**config.mk**
```make
export PLATFORM = sky130hd
export DESIGN_NAME = vfa_div_step
export DESIGN_NICKNAME = d
export VERILOG_FILES = /design/src/rtl/vfa_pkg.sv /design/src/rtl/vfa_div_step.sv
export SDC_FILE = /design/constraint.sdc
export NUM_CORES = 1
export LEC_CHECK = 0
export BUFFER_PORTS_ARGS = -buffer_cell sky130_fd_sc_hd__buf_2
export CAP_MARGIN = 20
export CELL_PAD_IN_SITES_DETAIL_PLACEMENT = 2
export CELL_PAD_IN_SITES_GLOBAL_PLACEMENT = 2
export CORE_AREA = 2 2 568 570
export DETAILED_ROUTE_END_ITERATION = 8
export DIE_AREA = 0 0 570 572
export PLACE_DENSITY = 0.44
export SYNTH_ARGS = -nofsm -noshare
export SYNTH_HDL_FRONTEND = slang
export SYNTH_SLANG_ARGS = --single-unit
```
**constraint.sdc**
```tcl
create_clock -name clk -period 7.03 [get_ports clk]
set_input_delay 0.703 -clock clk [delete_from_list [all_inputs] [get_ports clk]]
set_output_delay 0.703 -clock clk [all_outputs]
set_load 0.05 [all_outputs]
```
**src/rtl/vfa_pkg.sv**
```systemverilog
// ----------------------------------------------------------------------------
// vfa_pkg
// Shared types, opcodes and helpers of the four-component fixed-point vector
// ALU: opcode enum, pipeline context records, saturation and magnitude helpers.
// ----------------------------------------------------------------------------
package vfa_pkg;

  // operation codes
  typedef enum logic [3:0] {
    OP_ADD   = 4'd0,
    OP_SUB   = 4'd1,
    OP_SCALE = 4'd2,
    OP_DIV   = 4'd3,
    OP_NEG   = 4'd4,
    OP_EQ    = 4'd5,
    OP_NE    = 4'd6,
    OP_DOT   = 4'd7,
    OP_LEN   = 4'd8,
    OP_LENSQ = 4'd9,
    OP_NORM  = 4'd10,
    OP_MAX   = 4'd11,
    OP_MIN   = 4'd12,
    OP_CROSS = 4'd13,
    OP_LERP  = 4'd14
  } op_t;

  localparam int LANES     = 4;
  localparam int SQ_STEPS  = 32;
  localparam int DIV_STEPS = 32;

  localparam logic [31:0] WORD_MAX = 32'h7FFF_FFFF;
  localparam logic [31:0] WORD_MIN = 32'h8000_0000;

  typedef logic [LANES-1:0][31:0] vec_t;

  // context of the first two stages
  typedef struct packed {
    op_t         op;
    vec_t        a;
    logic [31:0] s;
    logic [31:0] mm;
    logic        cmp;
  } front_t;

  // context carried down the square root and divide chains
  typedef struct packed {
    op_t         op;
    vec_t        vec;
    logic [31:0] s;
    logic [31:0] sc;
    logic        cmp;
    logic        ov;
  } ctx_t;

  // per-lane restoring divider state
  typedef struct packed {
    logic [63:0] rem;
    logic [32:0] d;
    logic [31:0] q;
    logic        neg;
    logic        dz;
    logic        big;
    logic        apos;
    logic        aneg;
  } dlane_t;

  typedef dlane_t [LANES-1:0] dvec_t;

  // saturate a wide signed value to 32 bits, flag in the top bit
  function automatic logic [32:0] sat_word(input logic signed [67:0] v);
    if (v > 68'sd2147483647) begin
      return {1'b1, WORD_MAX};
    end else if (v < -68'sd2147483648) begin
      return {1'b1, WORD_MIN};
    end else begin
      return {1'b0, v[31:0]};
    end
  endfunction

  // magnitude of a signed word as unsigned (smallest value maps to 2^31)
  function automatic logic [31:0] abs_word(input logic [31:0] v);
    return v[31] ? (32'd0 - v) : v;
  endfunction

endpackage

```
**src/rtl/vfa_div_step.sv**
```systemverilog
// ----------------------------------------------------------------------------
// vfa_div_step
// One stage of the four-lane restoring divider: each lane settles one
// quotient bit, the item context rides along.
// ----------------------------------------------------------------------------
module vfa_div_step
  import vfa_pkg::*;
#(
  parameter int STEP = 0
) (
  input  logic  clk,
  input  logic  en,
  input  ctx_t  ctx_i,
  input  dvec_t dl_i,
  output ctx_t  ctx_r,
  output dvec_t dl_r
);

  localparam int BITPOS = DIV_STEPS - 1 - STEP;

  dvec_t       dl_nxt;
  logic [63:0] dsub [LANES];

  // compare and subtract the shifted divisor in every lane
  always_comb begin
    dl_nxt = dl_i;
    for (int i = 0; i < LANES; i++) begin
      dsub[i] = {31'd0, dl_i[i].d} << BITPOS;
      if (dl_i[i].rem >= dsub[i]) begin
        dl_nxt[i].rem       = dl_i[i].rem - dsub[i];
        dl_nxt[i].q[BITPOS] = 1'b1;
      end
    end
  end

  always_ff @(posedge clk) begin
    if (en) begin
      ctx_r <= ctx_i;
      dl_r  <= dl_nxt;
    end
  end

endmodule
```
# ---- Yosys cells after proc, flatten, opt, wreduce, memory -nomap -nowiden
# Cells that the tools add are included.
dict set report totals {
  regBits 734
  latch_bits 0
  ram_bits 0
  rom_bits 0
  out_inout_bits 734
  wordCells 57
  mem_count 0
}
dict set report op_classes {
  addsub 4
  n_mul 0
  div 0
  n_lt_le_gt_ge 4
  eq_ne 0
  shift 0
  muxes 4
  n_bitwise 0
  reduce_logical 0
}
# cell count
set op_table {}
lappend op_table {{64-bit >= comparator} 4}
lappend op_table {{64-bit 2-to-1 mux} 4}
lappend op_table {{64-bit subtractor} 4}

# ---- Logic depth before layout (Yosys ltp)
# Gate-level depths: netlist (run 1).
dict set report depth {
  depth_word 2
  ltp_mapped 14
}

# ---- Least setup slack after synthesis (run 1)
# Ideal clock, no wire load.
dict set report synth_timing {
  path_kind {in2reg}
  startpoint {input port dl_i[101] (netlist name)}
  endpoint {register dl_r[133] (netlist name) (data pin)}
  t_arrival_ns 3.393
  t_required_ns 6.770
  setup_slack_ns 3.377
  cell_stages 13
  path_cell_list {inv_1 ha_1 fa_1 nand2b_1 a21oi_2 o22ai_2 o41ai_4 a211oi_2 o41a_2 nor3_2 a311oi_2 xnor2_1 mux2_2}
}
# item line
set synth_rtl {}
lappend synth_rtl {{start: declaration} vfa_div_step.sv:14} ;# input dvec_t dl_i,
lappend synth_rtl {{end signal: assignment} vfa_div_step.sv:39} ;# dl_r <= dl_nxt;
lappend synth_rtl {{end: declaration} vfa_div_step.sv:16} ;# output dvec_t dl_r

==> results of run 1 <==
-- registers in the layout, summed over array words and instances (netlist names) --
| register | cells |
|---|---|
| ctx_r | 198 |
| dl_r | 536 |
-- repair_timing --
item,CTS,global route
hold endpoints to repair,393,0
gates resized for setup,0,0
hold buffers,393,0
-- placed cells by master, fill, tap and decap left out, types with 19 or more instances in the layout --
master         count
clkbuf_16        107
o21a_1            19
a21oi_1          129
buf_2           1470
nor3_1            20
nand2b_1          23
a21o_1            72
nand3_1           23
clkinv_1          20
ha_1             132
dlygate4sd3_1    393
inv_1            168
diode_2           28
edfxtp_1         734
xnor2_1           68
xor2_1            43
nor2_1            84
mux2_2            58
o21bai_1          19
nor4_1            32
o21ai_0          134
nand2_1          139
nand4_1           36
-- kinds of logic after synthesis --
family	synth area share [%]
xor+xnor	3.11
compound gates	9.73
fa+ha+maj	5.54
flops	70.5
mux	2.28
buf+inv	2.59
simple gates	6.31
-- per-stage QoR --
step	power [mW]	hold WS (ns)
2_1_floorplan	7.60	0.802
3_3_place_gp	9.16	0.880
3_5_place_dp	9.17	0.881
4_1_cts	15.2	0.000333
5_1_grt	15.4	0.0284
6_report	14.8	0.0912
-- synth_stat cells (all sizes together) (36+ instances only) --
cell type / count
o21ai: 135
nand2: 139
nand4: 36
edfxtp: 734
nor2: 84
ha: 132
xnor2: 68
xor2: 43
inv: 168
mux2: 58
a21o: 75
a21oi: 132
-- area by class of cell --
type,count,area (µm²)
Fill cell,36400,268000
Clock buffer,119,2720
Multi-Input combinational cell,1194,8470
Inverter,168,631
Antenna cell,28,70.1
Tap cell,4200,5260
Sequential cell,734,22000
Timing Repair Buffer,1882,11500
Clock inverter,70,736
-- metal layers --
metal	track usage, %	vias up
met5	0	-
met3	5.82	287
met4	4.09	40
met1	14.5	13500
li1	-	12100
met2	22.7	1185
-- final timing paths --
| path | start | endpoint | slack, ns |
|---|---|---|---|
| worst min-delay path | dl_i[278] | dl_r[278] | 0.09 |
| worst max-delay path | dl_i[305] | dl_r[377] | 2.60 |
-- where the power goes --
part           total [mW]  internal [mW]  switching, mW
registers            5.50           5.29          0.203
clock network        5.58           3.23           2.35
logic                3.68          0.943           2.74
==> results.py, run 1 <==
metrics = {
    "layout": {
        "area_delta_synth_final_pct": 64.3,
        "nets": 4959,
        "stdcell_count": 8395,
        "final_cell_area_um2": 51400,
        "finish.utilization_pct": 16.1,
        "drive_above_1_share_pct": 41.7,
    },
    "sta": {
        "rsz0062_at_grt": "false",
        "setup_viol": 0,
        "worst_pin_slew_ns": 1.33,
        "maxSlewViolCount": 0,
        "fin_ws_ns": 2.60,
        "finalHoldViolCount": 0,
        "relSlewSlack_pct": 11.2,
        "fmaxAchievable_ghz": 0.226,
        "period_share_pct": 63.0,
        "final_period_minus_worst_setup_slack_ns": 4.43,
        "final.setup.tns_ns": 0,
    },
    "placed_design": {
        "portBuffers": 1469,
        "gp_congestion": 0.861,
        "placed_cells": 7785,
        "dpl.hpwl_um": 190000,
        "dpl_cell_area_um2": 44000,
        "dp_slack_ns": 2.11,
    },
    "synth": {
        "synth_nets": 3011,
        "yosys_warnings": 0,
        "ys_async_sr_fraction_pct": 0,
        "yosysTopAreaCell": "edfxtp_1",
        "synthesis.area_um2": 31300,
        "synth.top_cells.by_area": "edfxtp_1 70%, ha_1 5.3%, o21ai_0 2.1%",
        "ys_ff_latch": 734,
        "ys.flop_type": "edfxtp_1",
        "ys_seq_area_share_pct": 70.5,
        "synth_cells": 2139,
        "synth.distinct_cells": 74,
        "yosysTopAreaCellShare_pct": 70.5,
        "synth_edf_count": 734,
        "avgSynthCellArea_um2": 14.6,
    },
    "global_route": {
        "grt_max_degree": 151,
        "antenna_found_initial": 87,
        "grt_pass1_wl_um": 287000,
        "gr-usage-all-layers_pct": 13.2,
        "grt_pass1_vias": 29300,
        "overflow": 0,
    },
    "setup_path": {
        "path_depth": 12,
        "crit_buf_inv": 3,
        "cp-end-kind": "flip-flop",
        "cp_cell_sequence": "dlygate4sd3_1 > buf_2 > ha_1 > nor4b_1 > nand4_1 > o21ai_0 > nand3_1 > a21boi_0 > o211ai_1 > a31oi_4 > buf_4 > mux2_2",
        "required_ns": 7.62,
        "crit_slowest_cell": "a31oi_4",
        "cpPeakStageDelay_ns": 0.81,
        "crit_fanout": 25,
        "crit_type": "in2reg",
        "crit_arrival_ns": 5.02,
        "worstSetupStartpointType": "primary input",
        "cp_top_family": "compound AO/OA/AOI/OAI gates",
    },
    "floorplanning": {
        "num_rows": 208,
        "start_util_pct": 9.78,
        "chipHeight_um": 572,
        "core_um2": 320000,
        "die_area_um2": 326000,
        "ios": 1470,
        "die_w_um": 570,
    },
    "routing": {
        "wl_um": 224000,
        "maxUsedRoutingLayer": "met5",
        "first_pass_iters": 5,
        "met3_length_um": 23000,
        "initialDrtViolationCount": 1477,
        "met1_length_um": 85000,
        "vias": 27100,
        "wl_per_cell_um": 26.7,
        "wl_met2_um": 109000,
        "final_antenna_net_count": 0,
        "drt_drc_violations_left": 0,
        "vias_per_cell": 3.22,
    },
    "run_status": {
        "status": "completed",
    },
    "pwr": {
        "power_leakage_nw": 21.0,
        "vdd_drop_max_mv": 0.198,
        "power_density_nw_per_um2": 287,
    },
    "clock_tree": {
        "cts_tree": "yes",
        "htree_levels": 3,
        "postCtsSetupBuffers": 0,
        "clockRootBuffer": "clkbuf_16",
        "cts_made_buffers": 107,
        "cts_sinks": 734,
        "path_clk_slew_ns": 0.06,
        "clockBufferDepth": 4,
    },
    "min_path": {
        "holdPathStages": 1,
        "min_path_type": "in2reg",
    },
    "flow_run": {
        "maxCapViolCount": 0,
    },
}
(Power assumes the default switching activity.)
==> run 2: changes to the inputs <==
--- a/config.mk
+++ b/config.mk
@@ -9,9 +9,9 @@
 export CAP_MARGIN = 20
 export CELL_PAD_IN_SITES_DETAIL_PLACEMENT = 2
 export CELL_PAD_IN_SITES_GLOBAL_PLACEMENT = 2
-export CORE_AREA = 2 2 568 570
+export CORE_AREA = 2 2 570 572
 export DETAILED_ROUTE_END_ITERATION = 8
-export DIE_AREA = 0 0 570 572
+export DIE_AREA = 0 0 572 574
 export PLACE_DENSITY = 0.44
 export SYNTH_ARGS = -nofsm -noshare
 export SYNTH_HDL_FRONTEND = slang
==> constraint.sdc (replaced) <==
create_clock -name clk -period 4.5 [get_ports clk]
set_input_delay 0.45 -clock clk [delete_from_list [all_inputs] [get_ports clk]]
set_output_delay 0.45 -clock clk [all_outputs]
set_load 0.05 [all_outputs]
==> results.py, run 2 (synthesis results as in run 1) <==
metrics = {
    "run_status": {
        "status": "completed",
    },
    "setup_path": {
        "crit_arrival_ns": 4.41,
        "cp-end-kind": "flip-flop",
        "required_ns": 5.04,
        "crit_fanout": 17,
        "crit_type": "in2reg",
        "worstSetupStartpointType": "primary input",
    },
    "flow_run": {
        "maxCapViolCount": 0,
    },
    "clock_tree": {
        "path_clk_slew_ns": 0.06,
        "clockRootBuffer": "clkbuf_16",
        "cts_sinks": 734,
        "clockBufferDepth": 4,
        "cts_tree": "yes",
        "cts_made_buffers": 103,
        "htree_levels": 3,
        "postCtsSetupBuffers": 0,
    },
    "placed_design": {
        "gp_congestion": 0.855,
        "dpl.hpwl_um": 193000,
        "dpl_cell_area_um2": 44400,
        "portBuffers": 1469,
    },
    "sta": {
        "period_share_pct": 86.1,
        "relSlewSlack_pct": 31.3,
        "maxSlewViolCount": 0,
        "rsz0062_at_grt": "false",
        "final_period_minus_worst_setup_slack_ns": 3.87,
        "final.setup.tns_ns": 0,
        "setup_viol": 0,
        "worst_pin_slew_ns": 1.03,
        "fmaxAchievable_ghz": 0.258,
        "finalHoldViolCount": 0,
    },
    "floorplanning": {
        "start_util_pct": 9.70,
        "chipHeight_um": 574,
        "core_um2": 323000,
        "die_area_um2": 328000,
        "ios": 1470,
        "die_w_um": 572,
        "num_rows": 209,
    },
    "global_route": {
        "overflow": 0,
        "grt_max_degree": 115,
        "gr-usage-all-layers_pct": 13.6,
        "antenna_found_initial": 80,
        "grt_pass1_vias": 31800,
        "grt_pass1_wl_um": 301000,
    },
    "layout": {
        "top_register": "dl_r",
        "drive_above_1_share_pct": 39.0,
        "largest_register_ff_count": 536,
        "mostFrequentLayoutCells": "1469 x buf_2, 734 x edfxtp_1, 725 x dlygate4sd3_1",
        "largestRegisters": "dl_r: 536 flops, ctx_r: 198 flops",
        "fillers": 36900,
        "mostFrequentLayoutCell": "buf_2",
        "area_delta_synth_final_pct": 76.0,
        "nets": 5324,
        "final_cell_area_um2": 55100,
    },
    "pwr": {
        "power_density_nw_per_um2": 419,
        "power_leakage_nw": 22.4,
        "vdd_drop_max_mv": 0.301,
        "p_total_mw": 23.1,
    },
    "routing": {
        "final_antenna_net_count": 0,
        "vias": 28600,
        "vias_per_cell": 3.22,
        "drt_drc_violations_left": 0,
        "wl_per_cell_um": 26.2,
        "first_pass_iters": 5,
        "initialDrtViolationCount": 1524,
        "wl_um": 233000,
    },
    "min_path": {
        "min_path_type": "in2reg",
    },
}
==> run 2: cell count changes in the layout (fill, tap and decap cells not counted), moves of 4 or more <==
cell           change
clkinvlp_4         +7
dlygate4sd3_1    +332
buf_4             +35
inv_6              -9
clkbuf_16          -4
==> run 2: final timing paths <==
path | from | to | slack, ns | cells after the start
worst max-delay path | dl_i[101] | dl_r[109] | 0.63 | 14
worst min-delay path | dl_i[235] | dl_r[235] | 0.11 | 3
==> run 2: cell type report <==
cell class	instances	area, µm²	area share (%)
Tap cell	4325	5410	9.83
Inverter	168	631	1.15
Clock inverter	66	672	1.22
Multi-Input combinational cell	1194	8460	15.4
Timing Repair Buffer	2251	15100	27.5
Antenna cell	28	70.1	0.127
Clock buffer	117	2630	4.78
Sequential cell	734	22000	40.0
==> run 2: what timing repair did <==
| item | 4_1_cts | 5_1_grt |
|---|---|---|
| hold buffers | 725 | 0 |
| endpoints found under the hold margin | 725 | 0 |
| gates resized for setup | 0 | 0 |
==> run 2: power by group <==
| part | internal (mW) | switching [mW] | leakage (nW) | total [mW] |
|---|---|---|---|---|
| Sequential | 8.27 | 0.326 | 7.18 | 8.60 |
| Combinational | 1.71 | 4.43 | 13.7 | 6.15 |
| Clock | 4.78 | 3.55 | 1.57 | 8.33 |
| Total | 14.8 | 8.31 | 22.4 | 23.1 |
==> run 2: critical path, stage by stage <==
cell and delay [ns]:
dlygate4sd3_1 0.52, buf_2 0.11, inv_1 0.05, ha_1 0.34
nor4b_1 0.45, nand4_1 0.38, o2111a_1 0.35, a2111oi_0 0.40
a211oi_1 0.14, nor3_1 0.22, o21ai_0 0.16, a21oi_4 0.26
buf_12 0.21, mux2_2 0.36
==> run 2: through the flow <==
| step | std cells | hold slack [ns] | setup slack [ns] | utilization (%) |
|---|---|---|---|---|
| 3_3_place_gp | 7946 | 0.626 | 0.325 | 13.8 |
| 4_1_cts | 8855 | 0.00327 | 0.709 | 17.0 |
| 6_report | 8883 | 0.109 | 0.626 | 17.1 |
| 3_5_place_dp | 7947 | 0.628 | 0.368 | 13.8 |
| 2_1_floorplan | 2139 | 0.549 | 1.10 | - |
| 5_1_grt | 8874 | 0.0416 | 0.522 | 17.1 |
==> run 2: per-layer routing <==
| layer | GRT usage [%] | vias up | part of all wire [%] |
|---|---|---|---|
| met1 | 15.3 | 14400 | 38 |
| met5 | 0 | - | 0.012 |
| met2 | 23.8 | 1233 | 49 |
| li1 | - | 12800 | - |
| met4 | 3.50 | 4 | 2.7 |
| met3 | 5.51 | 217 | 10 |
