### src/rtl/vfa_pkg.sv
// ----------------------------------------------------------------------------
// vfa_pkg
// Shared types, opcodes and helpers of the four-component fixed-point vector
// ALU: opcode enum, pipeline context records, saturation and magnitude helpers.
// ----------------------------------------------------------------------------
package vfa_pkg;

  // operation codes
  typedef enum logic [3:0] {
    OP_ADD   = 4'd0,
    OP_SUB   = 4'd1,
    OP_SCALE = 4'd2,
    OP_DIV   = 4'd3,
    OP_NEG   = 4'd4,
    OP_EQ    = 4'd5,
    OP_NE    = 4'd6,
    OP_DOT   = 4'd7,
    OP_LEN   = 4'd8,
    OP_LENSQ = 4'd9,
    OP_NORM  = 4'd10,
    OP_MAX   = 4'd11,
    OP_MIN   = 4'd12,
    OP_CROSS = 4'd13,
    OP_LERP  = 4'd14
  } op_t;

  localparam int LANES     = 4;
  localparam int SQ_STEPS  = 32;
  localparam int DIV_STEPS = 32;

  localparam logic [31:0] WORD_MAX = 32'h7FFF_FFFF;
  localparam logic [31:0] WORD_MIN = 32'h8000_0000;

  typedef logic [LANES-1:0][31:0] vec_t;

  // context of the first two stages
  typedef struct packed {
    op_t         op;
    vec_t        a;
    logic [31:0] s;
    logic [31:0] mm;
    logic        cmp;
  } front_t;

  // context carried down the square root and divide chains
  typedef struct packed {
    op_t         op;
    vec_t        vec;
    logic [31:0] s;
    logic [31:0] sc;
    logic        cmp;
    logic        ov;
  } ctx_t;

  // per-lane restoring divider state
  typedef struct packed {
    logic [63:0] rem;
    logic [32:0] d;
    logic [31:0] q;
    logic        neg;
    logic        dz;
    logic        big;
    logic        apos;
    logic        aneg;
  } dlane_t;

  typedef dlane_t [LANES-1:0] dvec_t;

  // saturate a wide signed value to 32 bits, flag in the top bit
  function automatic logic [32:0] sat_word(input logic signed [67:0] v);
    if (v > 68'sd2147483647) begin
      return {1'b1, WORD_MAX};
    end else if (v < -68'sd2147483648) begin
      return {1'b1, WORD_MIN};
    end else begin
      return {1'b0, v[31:0]};
    end
  endfunction

  // magnitude of a signed word as unsigned (smallest value maps to 2^31)
  function automatic logic [31:0] abs_word(input logic [31:0] v);
    return v[31] ? (32'd0 - v) : v;
  endfunction

endpackage

### src/rtl/vfa_sqrt_step.sv
// ----------------------------------------------------------------------------
// vfa_sqrt_step
// One stage of the digit-by-digit integer square root: settles one result
// bit of the 64-bit radicand and carries the item context along.
// ----------------------------------------------------------------------------
module vfa_sqrt_step
  import vfa_pkg::*;
#(
  parameter int STEP = 0
) (
  input  logic        clk,
  input  logic        en,
  input  ctx_t        ctx_i,
  input  logic [63:0] rem_i,
  input  logic [63:0] res_i,
  output ctx_t        ctx_r,
  output logic [63:0] rem_r,
  output logic [63:0] res_r
);

  localparam logic [63:0] BIT = 64'd1 << (62 - 2 * STEP);

  logic [64:0] trial;
  logic [63:0] rem_nxt, res_nxt;

  // trial subtract of res + bit
  always_comb begin
    trial = {1'b0, res_i} + {1'b0, BIT};
    if ({1'b0, rem_i} >= trial) begin
      rem_nxt = rem_i - trial[63:0];
      res_nxt = (res_i >> 1) + BIT;
    end else begin
      rem_nxt = rem_i;
      res_nxt = res_i >> 1;
    end
  end

  always_ff @(posedge clk) begin
    if (en) begin
      ctx_r <= ctx_i;
      rem_r <= rem_nxt;
      res_r <= res_nxt;
    end
  end

endmodule

### config.mk
export PLATFORM = sky130hd
export DESIGN_NAME = vfa_sqrt_step
export DESIGN_NICKNAME = d
export VERILOG_FILES = /design/src/rtl/vfa_pkg.sv /design/src/rtl/vfa_sqrt_step.sv
export SDC_FILE = /design/constraint.sdc
export NUM_CORES = 1
export LEC_CHECK = 0
export BUFFER_PORTS_ARGS = -buffer_cell sky130_fd_sc_hd__buf_2
export CAP_MARGIN = 10
export CORE_AREA = 2 2 253 255
export CTS_CLUSTER_SIZE = 14
export DETAILED_ROUTE_END_ITERATION = 8
export DIE_AREA = 0 0 255 257
export MAX_ROUTING_LAYER = met4
export PLACE_DENSITY_LB_ADDON = 0.08
export SLEW_MARGIN = 25
export SYNTH_ARGS = -nofsm -noshare
export SYNTH_HDL_FRONTEND = slang
export SYNTH_SLANG_ARGS = --single-unit
### constraint.sdc
create_clock -name clk -period 3 [get_ports clk]
set_input_delay 0.15 -clock clk [delete_from_list [all_inputs] [get_ports clk]]
set_output_delay 0.15 -clock clk [all_outputs]
set_load 0.03 [all_outputs]
# == Yosys cells after proc, flatten, opt, wreduce, memory -nomap -nowiden ==
# Cells that the tools add are included.
# classes
mux,2
n_addsub,3
order_cmp,1
# op_table
op,count
$add 64x63->65 const B,1
$ge 64x65->1,1
$add 63x63->64 const B,1
$mux 64,1
$sub 64x64->64,1
$mux 63,1
# totals
wordCells,18
ff_bits,326

# == Longest topological paths before layout ==
# Gate-level depths: netlist of run 1.
# depth
depth_word,3
ltp_mapped,16

# == Worst setup path after synthesis of run 1 ==
# No wires, ideal clock.
# synth_path
path_type,input -> register
startpoint,in res_i[1]
endpoint,"reg rem_r[27], data pin"
cell_stages,14
required_ps,2740
setup_ps,260
arrival_ps,2772
path_slack_ps,-33
path_cell_list,inv_1 > ha_1 > nor2b_1 > o2111ai_2 > a31oi_1 > o31a_1 > o2111ai_2 > a211o_1 > a211oi_2 > o31ai_4 > nand2_2 > buf_6 > buf_8 > mux2_4
# synth_between
elab_chain_cells,3
# synth_rtl
element,line,text
from (decl),vfa_sqrt_step.sv:15,"input logic [63:0] res_i,"
$add 64x63->65 *,vfa_sqrt_step.sv:28,"trial = {1'b0, res_i} + {1'b0, BIT};"
$sub 64x64->64 or $ge 64x65->1 (tied branches),"vfa_sqrt_step.sv:30, vfa_sqrt_step.sv:29",
$mux 64 *,vfa_sqrt_step.sv:29,"if ({1'b0, rem_i} >= trial) begin"
via rem_nxt[27],vfa_sqrt_step.sv:24,"logic [63:0] rem_nxt, res_nxt;"
to (signal assigned),vfa_sqrt_step.sv:41,rem_r <= rem_nxt;
to (decl),vfa_sqrt_step.sv:17,"output logic [63:0] rem_r,"
# Mark *: on every way through the listed nets, which the timed path passes. The rest lies on a longest branch.
# A chain may end at the register's enable or synchronous reset.

# == Worst setup path in the final report of run 1 ==
# layout_path
startpoint,in res_i[45]
endpoint,"reg rem_r[60], data pin"
# Same word-level chain as after synthesis.

==> metrics, run 1 <==
status completed; Adder-Cell Fraction of Synth Area 5.48%; Post-synth top cells 326 x edfxtp_1, 90 x inv_1, 84 x a21oi_1; Final Non-Filler Cells 3,221; CP required 3.38 ns; iteration-0 DRC count of the detailed router 714; RSZ-0062 raised after global routing true; Yosys top cell by area edfxtp_1; WP data arrival 3.30 ns; Post-Synth XOR/XNOR Area 2.94%; Synth Warn # 0; max_slew headroom 65.2%; Int Pwr 9.84 mW; area share of the largest cell type after synthesis 64.4%; GR met2 Demand/Resource 34.7%; sequential area share after synthesis 64.4%; Avg Cell Area, Syn 13.4 um2; Post-Synth Simple-Gate Area 7.98%; CTS Sinks 326; Inserted Clock Buffers 40; final WL 64.9 mm; die height 257 um; Vias 13,900; GP Congestion 0.831; largest family of logic cells by synthesized area compound AO/OA/AOI/OAI gates; Synth Area in Compound Gates 11.6%; Bufs on Longest Clock Path 3; register bit total from synthesis 326; fill cell count 6,182; detailed-route vias per instance 4.32; share of layout cells above drive strength 1 43.8%; EDFF count, synth 326; I/O Buffers 653; Combinational Power Share 27.4%; Core ar. 62,700 um2; grt total ovfl 0; hold crit path type input pin to register; peak supply drop 0.423 mV; top cells by area, synth edfxtp_1 64%, ha_1 5.4%, a21oi_1 2.8%; Switch Pwr 4.36 mW; Highest Clock Rate 0.342 GHz; clock power share 33.0%; most frequent cell after synthesis edfxtp_1; ys async rst share 0%; H-tree Lvls 2; Post-DP Area 21,100 um2; Hold WS 0.0567 ns; Max Transition Viols Final 0; Net Sw Frac 30.7%; initial antenna violation count 13; Die W 255 um; clock-pin slew on the worst setup and hold paths 0.06 ns; GR Layer Usage met1 21.3%; startpoint types input pin; synthesized cell area 15,200 um2; DIE AREA 65,500 um2; final worst path period need 2.92 ns; final setup TNS 0 ns; wire length per cell 20.1 um; Final setup viols 0; CP Max Fanout 4; Hold Fails Final Rpt 0; ANT nets after route 0; critical path type input pin to register; IO Pins 654; Syn Nets 1,527; MaxCap Viol Count 0; GRT Total Usage 19.4%; Post-DP HPWL 50.5 mm; Placed Cells 2,809; Post-layout nets 2,729; CP endpoint kind register; Most Crowded Layer GR met2; largest net degree at the start of global routing 75; Final Cell Area 25,800 um2; PwrDens 550 nW/um2; Primary FF master, synth edfxtp_1; first-pass detailed-route iteration total 5; synth unique cells 73; Root Driver clkbuf_16; multiplexer share of the synthesized area 3.79%; vias in the first global route 14,600; area grow syn2layout 70.0%; sequential power share 39.6%; met3 Use GR 3.97%; initial core utilization 24.2%; DR DRC count 0; leakage 11.4 nW; post-route total power 14.2 mW; Tightest Pin Transition 0.521 ns; row cnt 92; CTS tree yes; first-pass GRT wire length 91.9 mm; final worst path period share 97.4%; Mapped Cells 1,133
==> flip-flops by register name, indices dropped and copies added, names as in the netlist <==
register  count
ctx_r       198
res_r        64
rem_r        64
==> logic make-up after synthesis <==
kind of cell             after synthesis
AO/OA/AOI/OAI                        264
XOR/XNOR                              51
flip-flops                           326
AND/OR/NAND/NOR                      248
buffers and inverters                135
adder cells (fa/ha/maj)               66
multiplexers                          43
==> metrics by stage <==
stage	util (%)	worst slack [ns]
3_5_place_dp	33.6	-0.393
2_1_floorplan	-	0.00482
4_1_cts	40.6	0.000842
5_1_grt	41.2	-0.0353
6_report	41.2	0.0787
3_3_place_gp	33.6	-0.368
==> critical path: stages <==
cell           delay (ns)
dlygate4sd3_1        0.54
buf_2                0.12
inv_1                0.05
ha_1                 0.33
a21o_1               0.24
a21oi_2              0.16
nor2b_1              0.08
o211ai_1             0.17
a21oi_1              0.09
or4_4                0.45
a221o_1              0.39
o21ai_2              0.16
a21oi_1              0.09
o31ai_1              0.28
==> placed cells by master (no fill, tap or decap), types with 6 or more instances in the layout <==
| cell type | n |
|---|---|
| a21o_1 | 40 |
| a21oi_1 | 79 |
| a21oi_2 | 6 |
| a31oi_1 | 13 |
| and3_1 | 10 |
| buf_12 | 7 |
| buf_2 | 652 |
| buf_4 | 221 |
| clkbuf_16 | 43 |
| clkinv_1 | 11 |
| clkinv_2 | 8 |
| diode_2 | 11 |
| dlygate4sd3_1 | 316 |
| edfxtp_1 | 326 |
| ha_1 | 60 |
| inv_1 | 90 |
| mux2_2 | 17 |
| mux2_4 | 25 |
| nand2_1 | 61 |
| nand3_1 | 28 |
| nand4_1 | 22 |
| nor2_1 | 52 |
| nor2b_1 | 7 |
| nor3_1 | 27 |
| o21a_1 | 6 |
| o21ai_0 | 30 |
| o21bai_1 | 15 |
| o31ai_1 | 13 |
| xnor2_1 | 36 |
| xor2_1 | 15 |
==> what timing repair did <==
action	in CTS	in global routing
hold buffers	316	0
hold endpoints to repair	317	0
setup endpoints to repair	0	57
resized for setup	0	42
buffers inserted	0	11
==> final timing paths <==
path	start	end	slack, ns	cells past startpoint
setup / recovery	res_i[45]	rem_r[60]$_DFFE_PP_	0.08	14
hold / removal	rem_i[17]	rem_r[17]$_DFFE_PP_	0.06	4
==> routing by layer <==
| metal | part of all wire, % | up-vias |
|---|---|---|
| met5 | 0 | - |
| li1 | - | 6693 |
| met4 | 2.8 | 0 |
| met1 | 39 | 6685 |
| met3 | 6.0 | 82 |
| met2 | 52 | 443 |
==> area by class of cell <==
class | instances | area (um2) | area share, %
clock inverters | 27 | 221 | 0.857
diodes | 11 | 27.5 | 0.107
repair buffers | 1204 | 8360 | 32.4
inverters | 91 | 342 | 1.32
clock buffers | 44 | 1020 | 3.93
multi-input cells | 672 | 5020 | 19.4
well taps | 846 | 1060 | 4.10
flip-flops and latches | 326 | 9790 | 37.9
==> power by group through the flow <==
stage | Sequential [mW] | Clock [mW] | Combinational, mW
after floorplan | 6.58 | 0 | 1.05
after global placement | 5.72 | 0 | 3.46
after detailed placement | 5.71 | 0 | 3.45
after CTS | 5.63 | 4.86 | 3.82
after global routing | 5.67 | 5.01 | 4.16
final | 5.62 | 4.69 | 3.89
Power figures use the tool's default switching activity.
==> run 2, diff against run 1 <==
Settings changed: CORE_AREA 2 2 253 255 to 2 2 257 259, DIE_AREA 0 0 255 257 to 0 0 259 261.
Clock period 3 ns to 2.7 ns, I/O delays scaled along.
==> metrics, run 2 (same netlist as run 1, synthesis figures left out) <==
CP Max Fanout 5 (+1); leakage 11.9 nW (+3.8%); Final Cell Area 26,700 um2 (+3.3%); GRT Total Usage 18.5% (-0.86 points); Tightest Pin Transition 0.570 ns (+0.0487 ns); first-pass detailed-route iteration total 5 (unchanged); critical path type input pin to register; ANT nets after route 0 (unchanged); Bufs on Longest Clock Path 3 (unchanged); DIE AREA 67,600 um2 (+3.1%); die height 261 um (+1.6%); initial core utilization 23.4% (-0.86 points); Core ar. 65,000 um2 (+3.7%); I/O Buffers 653 (unchanged); Post-DP Area 21,700 um2 (+2.9%); Final setup viols 0 (unchanged); commonest cells after routing, fill and taps aside 649 x buf_2, 326 x edfxtp_1, 316 x dlygate4sd3_1; Final Util 41.0% (-0.15 points); MaxCap Viol Count 0 (unchanged); RSZ-0062 raised after global routing true; final worst path period need 2.69 ns; Post-DP HPWL 50.3 mm (-0.34%); clock power share 33.0% (about the same); final setup TNS 0 ns (unchanged); max reg flops 198 (unchanged); Post-layout nets 2,787 (+2.1%); hold crit path type input pin to register; Highest Clock Rate 0.371 GHz; commonest non-fill, non-tap cell in the layout buf_2; Vias 14,000 (+0.53%); IO Pins 654 (unchanged); PwrDens 603 nW/um2 (+9.7%); max_slew headroom 62.0% (-3.2 points); DR DRC count 0 (unchanged); sequential power share 38.9% (-0.7 points); vias in the first global route 14,900 (+2.4%); final WL 64.5 mm (-0.58%); Max Transition Viols Final 0 (unchanged); CP required 3.01 ns (-0.37 ns); Int Pwr 11.2 mW (+14%); peak supply drop 0.360 mV (-15%); fill cell count 6,397 (+3.5%); initial antenna violation count 6 (-7); clock-pin slew on the worst setup and hold paths 0.06 ns (about the same); share of layout cells above drive strength 1 46.4% (+2.6 points); Net Sw Frac 30.4% (-0.26 points); Regs by FF count ctx_r: 198 flops, rem_r: 64 flops, res_r: 64 flops; Die W 259 um (+1.6%); Placed Cells 2,881 (+2.6%); area grow syn2layout 75.6%; Inserted Clock Buffers 40 (unchanged); row cnt 94 (+2.2%); min setup slack post-route 0.00524 ns (-0.0735 ns); detailed-route vias per instance 4.25 (-1.6%); iteration-0 DRC count of the detailed router 779 (+9.1%); grt total ovfl 0 (unchanged); Root Driver clkbuf_16; DP Worst Slack -0.681 ns (-0.288 ns); Hold Fails Final Rpt 0 (unchanged); startpoint types input pin; status completed; CTS tree yes; largest net degree at the start of global routing 77 (+2.7%); H-tree Lvls 2 (unchanged); first-pass GRT wire length 91.4 mm (-0.56%); wire length per cell 19.6 um (-2.7%); WP data arrival 3.00 ns (-0.30 ns); Final Non-Filler Cells 3,290 (+2.1%); final worst path period share 99.8%; CTS Sinks 326 (unchanged); Combinational Power Share 28.2% (+0.8 points); Switch Pwr 4.90 mW (+12%); CP endpoint kind register; GP Congestion 0.844 (+1.5%); Most flops, register ctx_r
[run 2: worst max-delay path, stage by stage]
cell and delay [ns]:
buf_12 0.09, inv_12 0.03, ha_4 0.25, nor2b_4 0.14
o2111ai_2 0.16, a31oi_2 0.21, o31a_1 0.25, o2111ai_4 0.18
a211o_1 0.35, a211oi_4 0.35, o31ai_4 0.12, nand2_4 0.11
buf_12 0.14, clkbuf_16 0.16, mux2_4 0.30
[run 2: routing by layer]
layer / vias to the layer above / global-route usage, % / share of wire [%]
met5: - / - / 0
met4: 0 / 5.17 / 2.7
met3: 76 / 3.63 / 5.3
met2: 414 / 33.5 / 52
met1: 6674 / 20.6 / 40
li1: 6812 / - / -
[run 2: power groups by stage]
| stage | clock network (mW) | registers [mW] | logic (mW) |
|---|---|---|---|
| after floorplan | 0 | 7.31 | 1.20 |
| after global placement | 0 | 6.36 | 3.94 |
| after detailed placement | 0 | 6.36 | 3.94 |
| after CTS | 5.48 | 6.26 | 4.36 |
| after global routing | 5.64 | 6.30 | 4.84 |
| final | 5.30 | 6.25 | 4.53 |
[run 2: metrics by stage]
stage | hold slack (ns) | total power, mW
6_report | 0.0242 | 16.1
5_1_grt | 0.0101 | 16.8
4_1_cts | 0.00650 | 16.1
3_5_place_dp | 0.313 | 10.3
3_3_place_gp | 0.312 | 10.3
2_1_floorplan | 0.234 | 8.51
[run 2: worst paths after layout]
path | start | endpoint | slack (ns) | depth (start not counted)
worst min-delay path | rem_i[18] | rem_r[18]$_DFFE_PP_ | 0.02 | 4
worst max-delay path | res_i[1] | rem_r[27]$_DFFE_PP_ | 0.005 | 15
[run 2: layout make-up]
| cell class | instances | area (um2) | share of cell area (%) |
|---|---|---|---|
| flip-flops and latches | 326 | 9790 | 36.7 |
| repair buffers | 1262 | 8920 | 33.4 |
| multi-input cells | 672 | 5280 | 19.8 |
| well taps | 864 | 1080 | 4.05 |
| clock buffers | 46 | 1020 | 3.84 |
| inverters | 91 | 354 | 1.33 |
| clock inverters | 25 | 234 | 0.877 |
| diodes | 4 | 10.0 | 0.0375 |
[run 2: timing repair]
action / in CTS / in global routing
hold endpoints to repair: 317 / 0
endpoints found under the setup margin: 44 / 64
resized for setup: 6 / 85
hold buffers: 316 / 0
buffers inserted: 4 / 10
pin swaps: 8 / 21
gates cloned: 0 / 4
==> run 3, diff against run 2 <==
Settings changed: RECOVER_POWER from default to 25.
==> metrics, run 3 (same netlist as run 1, synthesis figures left out) <==
status finished with violations; failing checks max-capacitance violations, max-slew violations; area grow syn2layout 75.3%; detailed-route vias per instance 4.25 (about the same); clock power share 33.0% (about the same); GRT Total Usage 18.5% (unchanged); die height 261 um (unchanged); Post-layout nets 2,787 (unchanged); vias in the first global route 14,900 (unchanged); Max Transition Viols Final 47 (+47); hold crit path type input pin to register; DP Worst Slack -0.681 ns (unchanged); Post-DP Area 21,700 um2 (unchanged); max_slew headroom -24.6% (-87 points); Most flops, register ctx_r; first-pass GRT wire length 91.4 mm (unchanged); CP endpoint kind register; RSZ-0062 raised after global routing true; sequential power share 38.9% (about the same); grt total ovfl 0 (unchanged); max reg flops 198 (unchanged); I/O Buffers 653 (unchanged); critical path type input pin to register; row cnt 94 (unchanged); Final Util 41.0% (-0.050 points); Most Crowded Layer GR met2; final WL 64.5 mm (unchanged); Die W 259 um (unchanged); startpoint types input pin; H-tree Lvls 2 (unchanged); Bufs on Longest Clock Path 3 (unchanged); share of layout cells above drive strength 1 45.6% (-0.74 points); HP Start rem_i[18]; iteration-0 DRC count of the detailed router 764 (-1.9%); Critical path origin res_i[48]; WP data arrival 3.01 ns (about the same); Highest Clock Rate 0.371 GHz (about the same); largest net degree at the start of global routing 77 (unchanged); first-pass detailed-route iteration total 5 (unchanged); Core ar. 65,000 um2 (unchanged); fill cell count 6,406 (+0.14%); CP required 3.01 ns (about the same); commonest cells after routing, fill and taps aside 631 x buf_2, 326 x edfxtp_1, 316 x dlygate4sd3_1; final worst path period need 2.70 ns (+0.000964 ns); Inserted Clock Buffers 40 (unchanged); Net Sw Frac 30.4% (about the same); Root Driver clkbuf_16; Vias 14,000 (+0.072%); clock-pin slew on the worst setup and hold paths 0.05 ns (about the same); leakage 11.8 nW (-0.45%); CTS tree yes; PwrDens 604 nW/um2 (+0.10%); Post-DP HPWL 50.3 mm (unchanged); initial antenna violation count 6 (unchanged); DIE AREA 67,600 um2 (unchanged); commonest non-fill, non-tap cell in the layout buf_2; final worst path period share 99.8% (about the same); GR met2 Demand/Resource 33.5% (unchanged); Final Cell Area 26,700 um2 (-0.12%); Int Pwr 11.2 mW (about the same); Final setup viols 0 (unchanged); Regs by FF count ctx_r: 198 flops, rem_r: 64 flops, res_r: 64 flops; Combinational Power Share 28.2% (about the same); MaxCap Viol Count 1 (+1); GP Congestion 0.844 (unchanged); post-route total power 16.1 mW (about the same); wire length per cell 19.6 um (unchanged); Switch Pwr 4.90 mW (about the same); ANT nets after route 0 (unchanged); CTS Sinks 326 (unchanged); peak supply drop 0.360 mV (unchanged); GR Layer Usage met1 20.6% (unchanged); DR DRC count 0 (unchanged); initial core utilization 23.4% (unchanged); met3 Use GR 3.63% (unchanged); Hold Fails Final Rpt 0 (unchanged); IO Pins 654 (unchanged); Hold WS 0.0242 ns (+0.0000176 ns); CP Max Fanout 5 (unchanged); min setup slack post-route 0.00428 ns (-0.000964 ns); Tightest Pin Transition 1.87 ns (+1.30 ns)
## run 3: through the flow
stage	instances	setup TNS, ns
after floorplan	1133	-6.48
after global placement	2881	-39.11
after detailed placement	2881	-38.87
after CTS	3272	0
after global routing	3289	-3.61
final	3290	0
## run 3: worst paths after layout
check                                     end  slack (ns)  cells after the start
worst max-delay path  res_r[63]$_SDFFCE_PN0P_       0.004                     17
worst min-delay path      rem_r[18]$_DFFE_PP_        0.02                      4
## run 3: critical path, stage by stage
cell and delay, ns:
dlygate4sd3_1 0.52, clkbuf_1 0.11, inv_1 0.06, ha_1 0.31
buf_4 0.17, nand2_2 0.12, nor2_1 0.06, and4_1 0.19
inv_1 0.15, a211oi_4 0.08, o31ai_4 0.30, nand2_4 0.11
buf_12 0.16, clkbuf_16 0.16, buf_6 0.11, buf_6 0.11
and2_4 0.14
## run 3: final cells by class
cell class                 instances  area [um2]  area share, %
tap                              864        1080           4.06
antenna                            4        10.0         0.0376
clock inverter                    25         234          0.878
timing repair buffer            1262        8880           33.3
clock buffer                      46        1020           3.84
sequential                       326        9790           36.7
multi-input combinational        672        5280           19.8
inverter                          91         354           1.33
## run 3: per-layer routing
metal / part of all wire, % / vias up
li1: - / 6813
met1: 40 / 6688
met2: 52 / 409
met3: 5.5 / 76
met4: 2.7 / 0
met5: 0 / -
## run 3: what timing repair did
item	in CTS	in global routing
pin swaps	8	21
resized for setup	6	85
endpoints found under the setup margin	44	64
buffers inserted	4	10
cloned	0	4
endpoints found under the hold margin	317	0
hold buffers	316	0
## run 3: power groups by stage
stage	clock network [mW]	logic [mW]	registers [mW]
global placement	0	3.94	6.36
global route	5.64	4.84	6.30
detailed placement	0	3.94	6.36
finish	5.30	4.53	6.25
CTS	5.48	4.36	6.26
floorplan	0	1.20	7.31
